**config.mk**
```make
export PLATFORM = sky130hd
export DESIGN_NAME = mountain_car_step_unit
export DESIGN_NICKNAME = d
export VERILOG_FILES = /design/src/rtl/mcs_pkg.sv /design/src/rtl/mountain_car_step_unit.sv
export SDC_FILE = /design/constraint.sdc
export NUM_CORES = 2
export LEC_CHECK = 0
export BUFFER_PORTS_ARGS = -buffer_cell sky130_fd_sc_hd__buf_2
export CAP_MARGIN = 10
export CORE_MARGIN = 4
export CORE_UTILIZATION = 60
export CTS_BUF_LIST = sky130_fd_sc_hd__clkbuf_16
export DETAILED_ROUTE_END_ITERATION = 12
export PLACE_DENSITY_LB_ADDON = 0.15
export SLEW_MARGIN = 25
export SYNTH_ARGS = -nofsm -noshare
export SYNTH_HDL_FRONTEND = slang
export SYNTH_SLANG_ARGS = --single-unit
```
**constraint.sdc**
```tcl
create_clock -name aclk -period 14.2 [get_ports aclk]
set_clock_uncertainty 0.05 [all_clocks]
set_input_delay 0.71 -clock aclk [delete_from_list [all_inputs] [get_ports aclk]]
set_output_delay 0.71 -clock aclk [all_outputs]
set_load 0.05 [all_outputs]
```
**src/rtl/mcs_pkg.sv**
```systemverilog
package mcs_pkg;

    localparam int FRAC_BITS = 28;

    // field widths
    localparam int CMD_W     = 1;
    localparam int ACT_W     = 2;
    localparam int NOISE_W   = 17;
    localparam int POS_W     = 30;
    localparam int VEL_W     = 26;
    localparam int REW_W     = 8;
    localparam int CNT_W     = 18;
    localparam int S_TDATA_W = 24;
    localparam int M_TDATA_W = 64;

    // working widths
    localparam int MAG_W   = 30;
    localparam int FORCE_W = 20;
    localparam int PROD_W  = 64;
    localparam int OPND_W  = 32;

    typedef logic signed [31:0] fix_t;

    // commands and actions
    localparam logic [CMD_W-1:0] CMD_START  = 1'b0;
    localparam logic [CMD_W-1:0] CMD_STEP   = 1'b1;
    localparam logic [ACT_W-1:0] ACT_LEFT   = 2'd0;
    localparam logic [ACT_W-1:0] ACT_RIGHT  = 2'd2;

    // rewards
    localparam logic signed [REW_W-1:0] REW_START   = 8'sd0;
    localparam logic signed [REW_W-1:0] REW_STEP    = -8'sd1;
    localparam logic signed [REW_W-1:0] REW_GOAL    = 8'sd100;
    localparam logic signed [REW_W-1:0] REW_TIMEOUT = -8'sd100;

    localparam logic [NOISE_W-1:0] NOISE_MIN = 17'd7;
    localparam logic [NOISE_W-1:0] NOISE_MAX = 17'd65536;
    localparam logic [CNT_W-1:0]   COUNT_MAX = '1;
    localparam logic [CNT_W-1:0]   MAX_STEPS_RST = 18'd100000;

    // fixed-point constants, rounded half up
    localparam longint ONE_L   = longint'(1) << FRAC_BITS;
    localparam longint ACC_L   = (ONE_L + 500) / 1000;
    localparam longint GRAV_L  = (ONE_L * 25 + 5000) / 10000;
    localparam longint PMIN_L  = -((ONE_L * 12 + 5) / 10);
    localparam longint PMAX_L  = (ONE_L * 6 + 5) / 10;
    localparam longint VMAX_L  = (ONE_L * 7 + 50) / 100;
    localparam longint PI40_L  = 64'h3243F6A8886;
    localparam longint PI_L    =
        (PI40_L + ((longint'(1) << (40 - FRAC_BITS)) >> 1)) >> (40 - FRAC_BITS);

    localparam fix_t ONE_Q     = fix_t'(ONE_L);
    localparam fix_t ACC_Q     = fix_t'(ACC_L);
    localparam fix_t GRAV_Q    = fix_t'(GRAV_L);
    localparam fix_t PMIN_Q    = fix_t'(PMIN_L);
    localparam fix_t PMAX_Q    = fix_t'(PMAX_L);
    localparam fix_t VMAX_Q    = fix_t'(VMAX_L);
    localparam fix_t GOAL_Q    = fix_t'(ONE_L / 2);
    localparam fix_t START_Q   = fix_t'(-(ONE_L / 2));
    localparam fix_t PI_Q      = fix_t'(PI_L);
    localparam fix_t HALF_PI_Q = fix_t'(PI_L >> 1);
    localparam logic [PROD_W-1:0] HALF_LSB = PROD_W'(longint'(1) << (FRAC_BITS - 1));

    localparam logic signed [POS_W-1:0] POS_MIN = POS_W'(PMIN_L);
    localparam logic signed [POS_W-1:0] POS_MAX = POS_W'(PMAX_L);

    // Horner loop: ten terms, divisor d = 2^pre * o for each term
    localparam int HTERMS = 10;
    localparam int HIDX_W = 4;
    localparam int DIV_N  = 30;

    localparam longint R95  = ((longint'(1) << (DIV_N + 7)) + 94) / 95;
    localparam longint R153 = ((longint'(1) << (DIV_N + 8)) + 152) / 153;
    localparam longint R15  = ((longint'(1) << (DIV_N + 4)) + 14) / 15;
    localparam longint R91  = ((longint'(1) << (DIV_N + 7)) + 90) / 91;
    localparam longint R33  = ((longint'(1) << (DIV_N + 6)) + 32) / 33;
    localparam longint R45  = ((longint'(1) << (DIV_N + 6)) + 44) / 45;
    localparam longint R7   = ((longint'(1) << (DIV_N + 3)) + 6) / 7;
    localparam longint R3   = ((longint'(1) << (DIV_N + 2)) + 2) / 3;
    localparam longint R1   = longint'(1) << DIV_N;

    typedef struct packed {
        logic [2:0]        pre_sh;
        logic [OPND_W-1:0] recip;
        logic [5:0]        post_sh;
    } hdiv_t;

    function automatic hdiv_t hdiv_entry(input logic [HIDX_W-1:0] idx);
        hdiv_t e;
        case (idx)
            4'd0:    e = '{pre_sh: 3'd2, recip: OPND_W'(R95),  post_sh: 6'(DIV_N + 7)};
            4'd1:    e = '{pre_sh: 3'd1, recip: OPND_W'(R153), post_sh: 6'(DIV_N + 8)};
            4'd2:    e = '{pre_sh: 3'd4, recip: OPND_W'(R15),  post_sh: 6'(DIV_N + 4)};
            4'd3:    e = '{pre_sh: 3'd1, recip: OPND_W'(R91),  post_sh: 6'(DIV_N + 7)};
            4'd4:    e = '{pre_sh: 3'd2, recip: OPND_W'(R33),  post_sh: 6'(DIV_N + 6)};
            4'd5:    e = '{pre_sh: 3'd1, recip: OPND_W'(R45),  post_sh: 6'(DIV_N + 6)};
            4'd6:    e = '{pre_sh: 3'd3, recip: OPND_W'(R7),   post_sh: 6'(DIV_N + 3)};
            4'd7:    e = '{pre_sh: 3'd1, recip: OPND_W'(R15),  post_sh: 6'(DIV_N + 4)};
            4'd8:    e = '{pre_sh: 3'd2, recip: OPND_W'(R3),   post_sh: 6'(DIV_N + 2)};
            default: e = '{pre_sh: 3'd1, recip: OPND_W'(R1),   post_sh: 6'(DIV_N)};
        endcase
        return e;
    endfunction

endpackage

```
**src/rtl/mountain_car_step_unit.sv**
```systemverilog
// Mountain car step unit: one beat on the s_ side is one command (start or step); each command
// yields exactly one result beat on the m_ side holding the new position (signed Q2.28) and
// velocity (26-bit signed, 28 fraction bits), the reward and, on tlast, the episode end flag.
// A start command resets the car to -0.5 at rest and clears the step counter. A step command
// needs cos(3*position) as a ten-term Horner series for its gravity term; every product,
// rounding and exact division by a series constant runs through one shared 32x32 multiplier.
// s_tready is high only while idle; a finished result sits in the output register and does
// not stop the next command from being taken. The user writes the max_steps register through
// cfg_valid/cfg_data (always ready) only while idle; the unit does not enforce that. A step
// whose counter passes it ends the episode with reward -100 unless the goal is reached.
module mountain_car_step_unit (
    input  logic                            aclk,
    input  logic                            aresetn,
    // s_tdata: action [1:0], noise [18:2], zero pad [23:19]
    input  logic                            s_tvalid,
    output logic                            s_tready,
    input  logic [mcs_pkg::S_TDATA_W-1:0]   s_tdata,
    // s_tuser: command [0]
    input  logic [mcs_pkg::CMD_W-1:0]       s_tuser,
    // m_tdata: position [29:0], velocity [55:30], reward [63:56]
    output logic                            m_tvalid,
    input  logic                            m_tready,
    output logic [mcs_pkg::M_TDATA_W-1:0]   m_tdata,
    // m_tlast: terminal
    output logic                            m_tlast,
    // max_steps write port
    input  logic                            cfg_valid,
    output logic                            cfg_ready,
    input  logic [mcs_pkg::CNT_W-1:0]       cfg_data
);
    import mcs_pkg::*;

    localparam int ST_W = 4;
    localparam logic [ST_W-1:0] ST_IDLE  = 4'd0;
    localparam logic [ST_W-1:0] ST_FORCE = 4'd1;
    localparam logic [ST_W-1:0] ST_ARG   = 4'd2;
    localparam logic [ST_W-1:0] ST_SQ    = 4'd3;
    localparam logic [ST_W-1:0] ST_SQR   = 4'd4;
    localparam logic [ST_W-1:0] ST_HMUL  = 4'd5;
    localparam logic [ST_W-1:0] ST_HRND  = 4'd6;
    localparam logic [ST_W-1:0] ST_HDIV  = 4'd7;
    localparam logic [ST_W-1:0] ST_HSUB  = 4'd8;
    localparam logic [ST_W-1:0] ST_GMUL  = 4'd9;
    localparam logic [ST_W-1:0] ST_GRND  = 4'd10;
    localparam logic [ST_W-1:0] ST_POS   = 4'd11;
    localparam logic [ST_W-1:0] ST_FIN   = 4'd12;

    // control state
    logic [ST_W-1:0]            state_reg, state_next;
    logic [HIDX_W-1:0]          k_reg, k_next;
    logic                       m_tvalid_reg, m_tvalid_next;
    logic [CNT_W-1:0]           max_steps_reg, max_steps_next;
    logic signed [POS_W-1:0]    pos_reg, pos_next;
    logic signed [VEL_W-1:0]    vel_reg, vel_next;
    logic [CNT_W-1:0]           count_reg, count_next;

    // working registers
    logic [ACT_W-1:0]           action_reg, action_next;
    logic [NOISE_W-1:0]         noise_reg, noise_next;
    logic [FORCE_W-1:0]         force_reg, force_next;
    logic [MAG_W-1:0]           xmag_reg, xmag_next;
    logic                       neg_reg, neg_next;
    logic [MAG_W-1:0]           x2_reg, x2_next;
    fix_t                       t_reg, t_next;
    logic [MAG_W-1:0]           nq_reg, nq_next;
    logic signed [VEL_W-1:0]    v_reg, v_next;
    logic signed [REW_W-1:0]    reward_reg, reward_next;
    logic                       term_reg, term_next;
    logic [PROD_W-1:0]          prod_reg;
    logic [M_TDATA_W-1:0]       m_tdata_reg, m_tdata_next;
    logic                       m_tlast_reg, m_tlast_next;

    // shared multiplier
    logic [OPND_W-1:0]          op_a, op_b;
    logic [PROD_W-1:0]          mul_full;

    // datapath helpers
    hdiv_t                      hd;
    logic [NOISE_W-1:0]         noise_in;
    fix_t                       pos_ext, x3, xr, t_abs, q_s, g_s, f_s, v_sum, p_sum;
    logic [PROD_W-1:0]          rnd, pre_shifted, post_shifted;
    logic [35:0]                force_sum;
    logic                       gneg, accept, out_free;

    assign s_tready  = (state_reg == ST_IDLE);
    assign cfg_ready = 1'b1;
    assign m_tvalid  = m_tvalid_reg;
    assign m_tdata   = m_tdata_reg;
    assign m_tlast   = m_tlast_reg;

    assign accept   = s_tvalid && s_tready;
    assign out_free = !m_tvalid_reg || m_tready;
    assign hd       = hdiv_entry(k_reg);
    assign mul_full = op_a * op_b;

    always_comb begin
        // operand select for the shared multiplier
        t_abs = t_reg[31] ? -t_reg : t_reg;
        op_a  = '0;
        op_b  = '0;
        case (state_reg)
            ST_FORCE: begin
                op_a = OPND_W'(ACC_Q);
                op_b = OPND_W'(noise_reg);
            end
            ST_SQ: begin
                op_a = OPND_W'(xmag_reg);
                op_b = OPND_W'(xmag_reg);
            end
            ST_HMUL: begin
                op_a = OPND_W'(x2_reg);
                op_b = OPND_W'(t_abs[MAG_W-1:0]);
            end
            ST_HDIV: begin
                op_a = OPND_W'(nq_reg);
                op_b = hd.recip;
            end
            ST_GMUL: begin
                op_a = OPND_W'(GRAV_Q);
                op_b = OPND_W'(t_abs[MAG_W-1:0]);
            end
            default: begin
                op_a = '0;
                op_b = '0;
            end
        endcase
    end

    always_comb begin
        // rounding and shifts on the registered product
        rnd          = prod_reg + HALF_LSB;
        pre_shifted  = rnd >> (6'(FRAC_BITS) + 6'(hd.pre_sh));
        post_shifted = prod_reg >> hd.post_sh;
        force_sum    = prod_reg[35:0] + 36'd32768;

        noise_in = s_tdata[NOISE_W+ACT_W-1:ACT_W];
        if (noise_in < NOISE_MIN) begin
            noise_in = NOISE_MIN;
        end else if (noise_in > NOISE_MAX) begin
            noise_in = NOISE_MAX;
        end

        // fold 3*position into [-pi/2, pi/2], noting the sign flip
        pos_ext = fix_t'(pos_reg);
        x3      = (pos_ext <<< 1) + pos_ext;
        if (x3 > HALF_PI_Q) begin
            xr = x3 - PI_Q;
        end else if (x3 < -HALF_PI_Q) begin
            xr = x3 + PI_Q;
        end else begin
            xr = x3;
        end

        q_s = fix_t'(post_shifted[MAG_W-1:0]);
        if (t_reg[31]) begin
            q_s = -q_s;
        end

        gneg = neg_reg ^ t_reg[31];
        g_s  = fix_t'(rnd[FRAC_BITS +: MAG_W]);
        if (gneg) begin
            g_s = -g_s;
        end

        f_s = '0;
        if (action_reg == ACT_LEFT) begin
            f_s = -fix_t'(force_reg);
        end else if (action_reg == ACT_RIGHT) begin
            f_s = fix_t'(force_reg);
        end

        v_sum = fix_t'(vel_reg) + f_s - g_s;
        p_sum = pos_ext + fix_t'(v_reg);
    end

    always_comb begin
        state_next     = state_reg;
        k_next         = k_reg;
        m_tvalid_next  = m_tvalid_reg;
        max_steps_next = max_steps_reg;
        pos_next       = pos_reg;
        vel_next       = vel_reg;
        count_next     = count_reg;
        action_next    = action_reg;
        noise_next     = noise_reg;
        force_next     = force_reg;
        xmag_next      = xmag_reg;
        neg_next       = neg_reg;
        x2_next        = x2_reg;
        t_next         = t_reg;
        nq_next        = nq_reg;
        v_next         = v_reg;
        reward_next    = reward_reg;
        term_next      = term_reg;
        m_tdata_next   = m_tdata_reg;
        m_tlast_next   = m_tlast_reg;

        if (cfg_valid && cfg_ready) begin
            max_steps_next = cfg_data;
        end

        // drop the result once the downstream side takes it
        if (m_tvalid_reg && m_tready) begin
            m_tvalid_next = 1'b0;
        end

        case (state_reg)
            ST_IDLE: begin
                if (accept) begin
                    if (s_tuser == CMD_START) begin
                        pos_next    = POS_W'(START_Q);
                        vel_next    = '0;
                        count_next  = '0;
                        reward_next = REW_START;
                        term_next   = 1'b0;
                        state_next  = ST_FIN;
                    end else begin
                        action_next = s_tdata[ACT_W-1:0];
                        noise_next  = noise_in;
                        if (count_reg != COUNT_MAX) begin
                            count_next = count_reg + 1'b1;
                        end
                        state_next = ST_FORCE;
                    end
                end
            end
            ST_FORCE: begin
                state_next = ST_ARG;
            end
            ST_ARG: begin
                force_next = force_sum[35:16];
                neg_next   = (x3 > HALF_PI_Q) || (x3 < -HALF_PI_Q);
                xmag_next  = xr[31] ? MAG_W'(-xr) : xr[MAG_W-1:0];
                state_next = ST_SQ;
            end
            ST_SQ: begin
                state_next = ST_SQR;
            end
            ST_SQR: begin
                x2_next    = rnd[FRAC_BITS +: MAG_W];
                t_next     = ONE_Q;
                k_next     = '0;
                state_next = ST_HMUL;
            end
            ST_HMUL: begin
                state_next = ST_HRND;
            end
            ST_HRND: begin
                nq_next    = pre_shifted[MAG_W-1:0];
                state_next = ST_HDIV;
            end
            ST_HDIV: begin
                state_next = ST_HSUB;
            end
            ST_HSUB: begin
                // t = 1 - x^2 * t / d, truncated toward zero
                t_next = ONE_Q - q_s;
                if (k_reg == HIDX_W'(HTERMS - 1)) begin
                    state_next = ST_GMUL;
                end else begin
                    k_next     = k_reg + 1'b1;
                    state_next = ST_HMUL;
                end
            end
            ST_GMUL: begin
                state_next = ST_GRND;
            end
            ST_GRND: begin
                if (v_sum > VMAX_Q) begin
                    v_next = VEL_W'(VMAX_Q);
                end else if (v_sum < -VMAX_Q) begin
                    v_next = VEL_W'(-VMAX_Q);
                end else begin
                    v_next = v_sum[VEL_W-1:0];
                end
                state_next = ST_POS;
            end
            ST_POS: begin
                if (p_sum > PMAX_Q) begin
                    pos_next = POS_W'(PMAX_Q);
                end else if (p_sum <= PMIN_Q) begin
                    pos_next = POS_W'(PMIN_Q);
                end else begin
                    pos_next = p_sum[POS_W-1:0];
                end
                // stop the car against the left wall
                if ((p_sum <= PMIN_Q) && v_reg[VEL_W-1]) begin
                    vel_next = '0;
                end else begin
                    vel_next = v_reg;
                end
                if (p_sum >= GOAL_Q) begin
                    reward_next = REW_GOAL;
                    term_next   = 1'b1;
                end else if (count_reg > max_steps_reg) begin
                    reward_next = REW_TIMEOUT;
                    term_next   = 1'b1;
                end else begin
                    reward_next = REW_STEP;
                    term_next   = 1'b0;
                end
                state_next = ST_FIN;
            end
            ST_FIN: begin
                // hold until the output register is free
                if (out_free) begin
                    m_tdata_next  = {reward_reg, vel_reg, pos_reg};
                    m_tlast_next  = term_reg;
                    m_tvalid_next = 1'b1;
                    state_next    = ST_IDLE;
                end
            end
            default: begin
                state_next = ST_IDLE;
            end
        endcase
    end

    always_ff @(posedge aclk) begin
        if (!aresetn) begin
            state_reg     <= ST_IDLE;
            k_reg         <= '0;
            m_tvalid_reg  <= 1'b0;
            max_steps_reg <= MAX_STEPS_RST;
            pos_reg       <= POS_W'(START_Q);
            vel_reg       <= '0;
            count_reg     <= '0;
        end else begin
            state_reg     <= state_next;
            k_reg         <= k_next;
            m_tvalid_reg  <= m_tvalid_next;
            max_steps_reg <= max_steps_next;
            pos_reg       <= pos_next;
            vel_reg       <= vel_next;
            count_reg     <= count_next;
        end
    end

    always_ff @(posedge aclk) begin
        action_reg  <= action_next;
        noise_reg   <= noise_next;
        force_reg   <= force_next;
        xmag_reg    <= xmag_next;
        neg_reg     <= neg_next;
        x2_reg      <= x2_next;
        t_reg       <= t_next;
        nq_reg      <= nq_next;
        v_reg       <= v_next;
        reward_reg  <= reward_next;
        term_reg    <= term_next;
        prod_reg    <= mul_full;
        m_tdata_reg <= m_tdata_next;
        m_tlast_reg <= m_tlast_next;
    end

endmodule

```
==> impl_metrics.toml <==
[outcome]
outcome = "finished, final reports clean"

[setup_path]
crit_start = "state_reg[2]"
cp.arrival_ns = 12.52
end_kind = "flop"
ff2ff_setup_slack_ns = 2.17
cp_common_cell = "fa_1"
crit_type = "flop to flop"
worst_path_largest_cell_delay_ns = 0.85
cp.required_ns = 14.69
start_kind = "flop"
worst_path_max_delay_cell = "a21o_1"
cp_max_fo = 34
r2r-end = "prod_reg[62]"
reg2reg_from = "state_reg[2]"
ff2ff_path_depth = 30

[detailed_routing]
avgRoutedWirePerCell_um = 24.27
firstDrtPassIters = 8
via_count = 52479
drt-initial-drc-count = 5347
drc = 0
routed_wl_um = 205500
antenna_left = 0
vias_per_cell = 6.200

[placed_design]
io_buffer_count = 109
placed_cells = 8364
routabilityCongestion = 1.003
place_hpwl_um = 165200

[floorplan]
row_count = 119
dieHeight_um = 333.3
initial_core_util = 0.6040
core_mm2 = 0.1051
io_pins = 116
dieWidth_um = 333.3
die-area_mm2 = 0.1111

[synthesis]
syn_nets = 8409
synth-edff-count = 255
synth_top_area_share = 0.2746
ys_seq_area_frac = 0.1830
synthMostInstantiatedCell = "inv_1"
synth_warnings = 0
synth-main-ff-cell = "edfxtp_1"
synthArstFlopShare = 0
ys_ff_latch = 453
synth_common_cells = "inv_1, fa_1, nand2_1, nor2_1, ha_1"
netlist_area_mm2 = 0.06349
synth_area_leaders = "fa_1, edfxtp_1, ha_1"
syn-instance-count = 7101
synth.distinct_cells = 116
synth.avg_cell_area_um2 = 8.941
synth_top_cell_by_area = "fa_1"

[layout]
seqCellArea_mm2 = 0.01163
multiInputGateArea_mm2 = 0.04676
drive_gt1_frac = 0.08092
finalNetCount = 8335
fill_cells = 8930
areaGrowthSynthToFinish_pct = 5.845
largest_reg_flops = 64
fin_cells = 8465

[min_path]
hold_path_depth = 1
min_to = "action_reg[1]"
hold_class = "input pin to flop"
hp-start = "s_tdata[1]"

[clock_network]
clk_latency_ns = 0.65
clk_path_buf_depth = 3
cts_hold_buf = 0
cts-resized-gates = 0
cts.clk_slew.worst_paths_ns = 0.06
h-tree-depth = 2
cts_num_sinks = 453
cts_root_buf = "clkbuf_16"
cts_setup_buffers = 0
cts_tree = "yes"
numCtsBuffers = 50

[sta]
fin_tns_setup_ns = 0
clock.fmax_mhz = 83.13
final_max_slew_viol_count = 0
max_slew.worst_pin.slew_ns = 1.147
rsz0062_at_grt = "false"
min_period_over_period = 0.8471
report.final.hold_viol_count = 0
layout_min_cycle_time_ns = 12.03
setup_viol = 0
relSlewSlack = 0.2356

[global_routing]
grt_pass1_vias = 52761
antenna_found_initial = 5
grt.total_usage = 0.3721
grt_pass1_wl_um = 317600
grt_max_degree = 69
grt_overflow = 0

[pwr]
vdd_drop_max_uv = 497.1
powerDensity_mw_per_mm2 = 156.4
leakage_nw = 31.16

[flow_run]
max_cap_violations = 0
report_power, final:
part           switching (mW)  leakage (nW)  total, mW  internal, mW
sequential              0.263          3.91       2.02          1.75
combinational            4.66          26.4       7.18          2.52
clock                   0.595         0.809       1.32         0.720
total                    5.52          31.2       10.5          4.99
cells in the final DEF, fill, tap and decap left out, drive strengths merged, types with 27 or more instances in the layout:
| master | n |
|---|---|
| a21oi | 286 |
| nor2 | 834 |
| clkbuf | 51 |
| o21bai | 27 |
| or2 | 34 |
| edfxtp | 255 |
| xor2 | 144 |
| nand2 | 844 |
| o22ai | 44 |
| ha | 389 |
| xnor2 | 217 |
| o21a | 31 |
| mux2 | 45 |
| mux2i | 98 |
| o21ai | 193 |
| a22oi | 41 |
| or3 | 34 |
| nand3 | 100 |
| fa | 871 |
| and2 | 63 |
| nor3 | 85 |
| buf | 236 |
| a31oi | 54 |
| a211oi | 46 |
| o31ai | 36 |
| nand4 | 41 |
| o211ai | 32 |
| and3 | 51 |
| a22o | 28 |
| inv | 1047 |
| nand2b | 52 |
| dfxtp | 198 |
| mux4 | 82 |
| a21o | 95 |
| nor2b | 52 |
critical path: cells and delay by family (launching register included):
family	cells	cell delay, ns
xor gates and xnor gates	1	0.14
and+or+nand+nor	4	1.02
buffers and inverters	6	0.99
AOI/OAI and AO/OA	10	4.43
adders and majority gates	9	4.47
DFF	1	0.79
how the worst max path moves through the flow:
stage                   end  slack, ns  cells past startpoint
3_5_place_dp   prod_reg[62]       2.44                     30
5_1_grt        prod_reg[62]       1.67                     34
3_3_place_gp   prod_reg[62]       2.54                     30
2_1_floorplan  prod_reg[62]       4.34                     35
6_report       prod_reg[62]       2.17                     30
4_1_cts        prod_reg[62]       2.43                     30
layout make-up:
cell class | count | area share
antenna | 5 | 0.0001862
clock buffer | 51 | 0.01899
clock inverter | 43 | 0.005511
inverter | 1038 | 0.05798
multi-input combinational | 5248 | 0.6958
sequential | 453 | 0.1731
tap | 1391 | 0.02590
timing repair buffer | 236 | 0.02253
kinds of logic (layout without fill, tap and decap cells):
family,after synthesis,after routing,synth area share
other cells,1,6,0.00005906
mux,225,225,0.05305
fa+ha+maj,1260,1260,0.3513
xor+xnor,361,361,0.04980
flops,453,453,0.1830
simple gates,2268,2268,0.1565
compound gates,1133,1133,0.1213
buf+inv,1400,1368,0.08499
per-layer routing:
layer / vias to the layer above / routed length [µm] / global-route usage / share of wire
met2: 2700 / 89860 / 0.5658 / 0.44
met1: 25961 / 80880 / 0.4985 / 0.39
met4: 4 / 13250 / 0.1911 / 0.065
met5: - / 23 / 0 / 0.00011
met3: 599 / 21460 / 0.09163 / 0.10
li1: 23215 / - / - / -
through the flow:
| stage | hold slack [ns] | power (mW) | instance area (µm²) | setup slack [ns] | util |
|---|---|---|---|---|---|
| floorplan | 0.3503 | 6.927 | 63490 | 4.340 | - |
| global placement | 0.3505 | 8.906 | 65480 | 2.540 | 0.6229 |
| detailed placement | 0.3561 | 9.005 | 65480 | 2.443 | 0.6229 |
| CTS | 0.1571 | 10.36 | 67120 | 2.429 | 0.6385 |
| global route | 0.1736 | 11.20 | 67190 | 1.673 | 0.6392 |
| finish | 0.1794 | 10.51 | 67200 | 2.171 | 0.6393 |
Power figures use the tool's default switching activity.
